===== src/tws_pkg.sv =====
`default_nettype none
package tws_pkg;

  localparam int MAX_TIMERS = 32;
  localparam int IDX_W      = $clog2(MAX_TIMERS);
  localparam int CNT_W      = $clog2(MAX_TIMERS + 1);
  localparam int SLOT_SHIFT = 4;
  localparam int SLOT_W     = 8;
  localparam int ORDER_W    = 16;

  localparam logic [1:0] OP_SET   = 2'd0;
  localparam logic [1:0] OP_KILL  = 2'd1;
  localparam logic [1:0] OP_CHECK = 2'd2;

  localparam logic REG_START_TICK = 1'b0;
  localparam logic REG_MIN_GAP    = 1'b1;

  localparam logic [15:0] GAP_RESET = 16'd16;
  localparam logic [ORDER_W-1:0] ORDER_LIMIT = '1;

  typedef struct packed {
    logic [3:0]         owner;
    logic [31:0]        id;
    logic [31:0]        interval;
    logic [31:0]        remaining;
    logic [31:0]        last_fire;
    logic [SLOT_W-1:0]  slot;
    logic [ORDER_W-1:0] order;
  } tws_entry_t;

  typedef struct packed {
    logic owner;
    logic id;
    logic interval;
    logic remaining;
    logic last_fire;
    logic slot;
    logic order;
  } tws_mask_t;

  typedef struct packed {
    logic [IDX_W-1:0] idx;
    tws_mask_t        mask;
    logic             vset;
    logic             vclr;
    tws_entry_t       data;
  } tws_wr_t;

  // Wheel slot of a tick relative to the origin
  function automatic logic [SLOT_W-1:0] slot_of(input logic [31:0] tick,
                                                 input logic [31:0] origin);
    logic [31:0] rel;
    rel = tick - origin;
    return rel[SLOT_SHIFT +: SLOT_W];
  endfunction

endpackage
`default_nettype wire


===== src/tws_entry_table.sv =====
`default_nettype none
module tws_entry_table (
  input  wire logic                        clk,
  input  wire logic                        rst_n,
  input  wire tws_pkg::tws_wr_t            wr,
  input  wire logic [tws_pkg::IDX_W-1:0]   rd_idx,
  output tws_pkg::tws_entry_t              rd_entry,
  output logic                             rd_valid
);

  logic [tws_pkg::MAX_TIMERS-1:0] valid_r;
  logic [3:0]                     owner_r     [tws_pkg::MAX_TIMERS];
  logic [31:0]                    id_r        [tws_pkg::MAX_TIMERS];
  logic [31:0]                    interval_r  [tws_pkg::MAX_TIMERS];
  logic [31:0]                    remaining_r [tws_pkg::MAX_TIMERS];
  logic [31:0]                    last_fire_r [tws_pkg::MAX_TIMERS];
  logic [tws_pkg::SLOT_W-1:0]     slot_r      [tws_pkg::MAX_TIMERS];
  logic [tws_pkg::ORDER_W-1:0]    order_r     [tws_pkg::MAX_TIMERS];

  // Valid bits clear on reset
  always_ff @(posedge clk) begin
    if (!rst_n) begin
      valid_r <= '0;
    end else if (wr.vset) begin
      valid_r[wr.idx] <= 1'b1;
    end else if (wr.vclr) begin
      valid_r[wr.idx] <= 1'b0;
    end
  end

  // Write selected fields
  always_ff @(posedge clk) begin
    if (wr.mask.owner)     owner_r[wr.idx]     <= wr.data.owner;
    if (wr.mask.id)        id_r[wr.idx]        <= wr.data.id;
    if (wr.mask.interval)  interval_r[wr.idx]  <= wr.data.interval;
    if (wr.mask.remaining) remaining_r[wr.idx] <= wr.data.remaining;
    if (wr.mask.last_fire) last_fire_r[wr.idx] <= wr.data.last_fire;
    if (wr.mask.slot)      slot_r[wr.idx]      <= wr.data.slot;
    if (wr.mask.order)     order_r[wr.idx]     <= wr.data.order;
  end

  // Single read port
  always_comb begin
    rd_valid           = valid_r[rd_idx];
    rd_entry.owner     = owner_r[rd_idx];
    rd_entry.id        = id_r[rd_idx];
    rd_entry.interval  = interval_r[rd_idx];
    rd_entry.remaining = remaining_r[rd_idx];
    rd_entry.last_fire = last_fire_r[rd_idx];
    rd_entry.slot      = slot_r[rd_idx];
    rd_entry.order     = order_r[rd_idx];
  end

endmodule
`default_nettype wire


===== config.mk =====
export PLATFORM = sky130hd
export DESIGN_NAME = tws_entry_table
export DESIGN_NICKNAME = d
export VERILOG_FILES = /design/src/tws_pkg.sv /design/src/tws_entry_table.sv
export SDC_FILE = /design/constraint.sdc
export NUM_CORES = 2
export LEC_CHECK = 0
export BUFFER_PORTS_ARGS = -buffer_cell sky130_fd_sc_hd__buf_2
export CAP_MARGIN = 20
export CORE_AREA = 2 2 827 417
export DETAILED_ROUTE_END_ITERATION = 12
export DIE_AREA = 0 0 829 419
export HOLD_SLACK_MARGIN = 0.15
export PLACE_DENSITY = 0.84
export SLEW_MARGIN = 15
export SYNTH_ARGS = -nofsm -noshare
export SYNTH_HDL_FRONTEND = slang
export SYNTH_MEMORY_MAX_BITS = 65536
export SYNTH_SLANG_ARGS = --single-unit

===== constraint.sdc =====
create_clock -name clk -period 2.9 [get_ports clk]
set_clock_uncertainty 0.05 [all_clocks]
set_input_delay 0.58 -clock clk [delete_from_list [all_inputs] [get_ports clk]]
set_output_delay 0.58 -clock clk [all_outputs]
set_load 0.02 [all_outputs]

# Word level (Yosys, flattened, before mapping)
# Memory sizes are Yosys's and may differ from the RTL's.
# Index checks and enable logic that the tools add are counted.
word_totals:
  out_inout_bits: 157
  ram_bits: 4992
  mem_count: 7
  register_bits: 32
mem_list:
  columns: ["memory", "words", "width", "read_ports", "rd_ports_with_merged_regs", "write_ports", "line_no", "text"]
  rows:
  - ["id_r", 32, 32, 1, 0, 1, "tws_entry_table.sv:13", "logic [31:0] id_r [tws_pkg::MAX_TIMERS];"]
  - ["interval_r", 32, 32, 1, 0, 1, "tws_entry_table.sv:14", "logic [31:0] interval_r [tws_pkg::MAX_TIMERS];"]
  - ["last_fire_r", 32, 32, 1, 0, 1, "tws_entry_table.sv:16", "logic [31:0] last_fire_r [tws_pkg::MAX_TIMERS];"]
  - ["remaining_r", 32, 32, 1, 0, 1, "tws_entry_table.sv:15", "logic [31:0] remaining_r [tws_pkg::MAX_TIMERS];"]
  - ["order_r", 32, 16, 1, 0, 1, "tws_entry_table.sv:18", "logic [tws_pkg::ORDER_W-1:0] order_r [tws_pkg::MAX_TIMERS];"]
  - ["slot_r", 32, 8, 1, 0, 1, "tws_entry_table.sv:17", "logic [tws_pkg::SLOT_W-1:0] slot_r [tws_pkg::MAX_TIMERS];"]
  - ["+1 memories", null, null, null, null, null, null, null]
classes:
  reduce_logical: 2
  n_bitwise: 3
  mux: 20
  order_cmp: 3
ops:
  columns: ["cell", "count"]
  rows:
  - ["$mux W32", 2]
  - ["$and A32 B32 Y32", 1]
  - ["$not A32 Y32", 1]
  - ["$or A32 B32 Y32", 1]
  - ["$mux W1", 16]
  - ["$lt A5 B6 Y1 const B", 2]
  - ["$bmux W1 S5", 1]
  - ["$demux W1 S5", 1]
  - ["$ge A5 B1 Y1 const B", 1]
  - ["$reduce_bool A2 Y1", 1]
  - ["$logic_and A1 B1 Y1", 1]

# Depth between registers and ports, before layout
depth:
  word_depth: 8
  depth_mapped: 8

# Worst setup path before layout
# No wires, ideal clock.
synth_timing:
  path_type: "input to register"
  start: "input port wr[165] (netlist name)"
  end: "memory id_r[1][0], enable pin"
  stages: 5
  slack_ps: 141
  t_arrival_ps: 2317
  cell_sequence: "nor2b_1 > clkbuf_1 > clkbuf_1 > clkbuf_1 > and3_1"
synth_rtl:
  columns: ["element", "line_no", "text"]
  rows:
  - ["from (decl)", "tws_entry_table.sv:5", "input wire tws_pkg::tws_wr_t wr,"]
  - ["to (decl)", "tws_entry_table.sv:13", null]
# No word-level cell before the write port.

==> results.yml <==
run_status:
  status: "finished, violations left"
  violations: "negative setup slack"
detailed_routing:
  routed_wl_um: 662000
  met3_wirelength_um: 122000
  route.met2.wl_um: 290000
  top_layer: "met5"
  drc: 0
  routedWlPerCell_um: 45.9
  avgViaCountPerCell: 7.67
  detail-route-antenna-nets: 0
  firstDrtPassIters: 6
  wl_met1_um: 198000
  vias: 111000
  drt_iter0_drc: 24400
timing:
  layout_setup_ws_ns: -0.641
  slew_headroom: 0.457
  min_period_over_period: 1.22
  tightest_slew_ns: 0.809
  period_minus_slack_ns: 3.54
  rsz0062_at_grt: "true"
  final_max_slew_viol_count: 0
  max_freq_mhz: 282
  setup_viol: 157
  hold_viol_final: 0
  holdWs_ns: 0.199
placement:
  gp_congestion: 0.842
  post-place-cells: 13200
  dp_hpwl_um: 316000
  place_ws_ns: -0.740
  post_dp_cell_area_sq_mm: 0.205
  io_buffers: 333
power_and_ir_drop:
  ir_drop_uv: 646
  switchingPower_mw: 35.8
  internal_power_mw: 115
  pwr-share-comb: 0.079
  leakage_nw: 74.2
  pwr-share-clk: 0.384
  p_sw_frac: 0.237
  seqPwrFrac: 0.536
  powerDensity_mw_per_mm2: 650
synth:
  synthTopCellsByCount: "edfxtp_1, mux4_2, o22ai_1"
  ys_warn_count: 0
  synthFlopType: "edfxtp_1"
  ys_types: 31
  synth-simple-area-share: 0.0207
  syn-cell-area_sq_mm: 0.190
  syn-num-nets: 8127
  yosysSeqAreaShare: 0.793
  synth.area.mux_share: 0.149
  synth-xor-area-share: 0
  synth_top_cell_area_share: 0.789
  yosys-top-cells-area: "edfxtp_1, mux4_2, o22ai_1"
  avgSynthCellArea_sq_um: 23.9
  synth_top_area_cell: "edfxtp_1"
  synth_fa_ha_area_frac: 0
  syn_inst: 7950
  synth_compound_area_frac: 0.0225
  synth-seq-cells: 5024
  yosysMostFrequentCell: "edfxtp_1"
  synth_edf_count: 4992
  synth_top_family_by_area: "multiplexers"
  synthArstFlopShare: 0
global_route:
  grt-ovfl-total: 0
  antenna_found_initial: 74
  track_usage: 0.355
  grt_pass1_vias: 107000
  grt_pass1_wl_um: 855000
  grt_max_degree: 47
die:
  io_pins: 334
  core_sq_mm: 0.341
  num_rows: 152
  fp.dieH_um: 419
  start_util: 0.557
  die_area_sq_mm: 0.347
  dieWidth_um: 829
cts:
  clk_latency_ns: 1.00
  ctsHtreeMaxLevel: 5
  clock_path_buffers: 4
  cts_buffers: 415
  cts_tree: "built"
  ctsRootBufferMaster: "clkbuf_16"
  clock-sinks: 5024
  path_clk_slew_ns: 0.08
final_layout:
  stdcell_area_sq_mm: 0.232
  final_nets: 9687
  instances_no_fill: 14400
  layout-drive-gt1-share: 0.423
  n_fill_cell: 18500
  area_growth_pct: 22.2
setup_path:
  required_ns: 2.27
  cp_max_fo: 2
  cp-end-kind: "output port"
  crit_type: "flip-flop to output port"
  worstPathArrival_ns: 2.91
  cp-start-kind: "flip-flop"
min_path:
  hold_class: "input pin to flip-flop"
job:
  drv_cap: 0
what timing repair did:
action | in CTS | in global routing
resized for setup | 1104 | 435
setup buffers | 151 | 178
hold buffers | 157 | 0
cloned | 39 | 21
pin swaps | 206 | 189
setup endpoints to repair | 157 | 157
endpoints found under the hold margin | 5024 | 0
metrics by stage:
step | power, mW | util | setup TNS (ns)
finish | 151 | 0.681 | -45.89
global placement | 90.6 | 0.602 | -55.55
floorplan | 86.8 | - | 0
CTS | 148 | 0.669 | -31.84
global route | 153 | 0.681 | -45.46
detailed placement | 91.1 | 0.602 | -59.94
cells by family after synthesis:
kind of cell    count (synthesis)
flops                        5024
simple gates                  474
mux                          1262
compound gates                670
buf+inv                       520
layout make-up:
| cell class | instances | area, sq um | area share |
|---|---|---|---|
| Multi-Input combinational cell | 2406 | 43000 | 0.185 |
| Timing Repair Buffer | 1653 | 19700 | 0.0849 |
| Tap cell | 4543 | 5680 | 0.0245 |
| Clock buffer | 499 | 10900 | 0.0468 |
| Antenna cell | 51 | 128 | 0.000550 |
| Clock inverter | 252 | 2210 | 0.00951 |
| Inverter | 10 | 37.5 | 0.000162 |
| Sequential cell | 5024 | 151000 | 0.649 |
path summary, 6_finish.rpt:
kind                start             to  slack (ns)  depth (start not counted)
max reg2reg     flip-flop      flip-flop        2.08                          3
min               wr[156]      flip-flop        0.20                          4
max          id_r[23][17]  rd_entry[137]       -0.64                          5
min reg2reg     flip-flop      flip-flop        0.47                          2
worst max-delay path: stages (launching register included):
cell	delay (ns)
edfxtp_1	0.45
mux4_2	0.34
o22ai_4	0.10
nor4_4	0.59
buf_4	0.27
buf_6	0.13
state kept, by name (all words and copies together), names as in the netlist, named ones only:
name         cells
remaining_r   1024
slot_r         256
owner_r        128
id_r          1024
order_r        512
last_fire_r   1024
interval_r    1024
metal layers:
layer,vias to the layer above,track usage
li1,37900,-
met1,55000,0.472
met2,14500,0.519
met3,3375,0.130
met4,50,0.188
met5,-,0
power groups by stage:
| stage | Combinational (mW) | Clock [mW] | Sequential (mW) |
|---|---|---|---|
| final | 12.0 | 58.0 | 81.0 |
| after global routing | 12.1 | 59.8 | 81.0 |
| after CTS | 10.6 | 56.3 | 80.9 |
| after detailed placement | 8.60 | 0 | 82.5 |
| after global placement | 8.27 | 0 | 82.4 |
| after floorplan | 4.39 | 0 | 82.4 |
cells in the final DEF (no fill, tap or decap), types with 10 or more instances in the layout:
master / instances
nor4_4: 116
clkinv_2: 76
buf_16: 85
clkbuf_16: 443
o22ai_2: 286
nor4_2: 40
and3_2: 129
a32oi_1: 22
o21a_1: 10
dfxtp_1: 31
inv_1: 10
o22ai_1: 90
bufinv_16: 31
buf_12: 314
bufbuf_16: 13
edfxtp_1: 4992
diode_2: 51
buf_2: 174
buf_8: 39
clkinv_1: 102
inv_6: 11
clkinvlp_4: 13
o22ai_4: 248
buf_4: 658
a31oi_1: 10
buf_6: 192
mux2i_1: 12
nand3_1: 25
dlygate4sd3_1: 157
clkbuf_1: 76
mux4_2: 1250
nor2b_1: 25
and3_1: 106
Power figures use the tool's default switching activity.
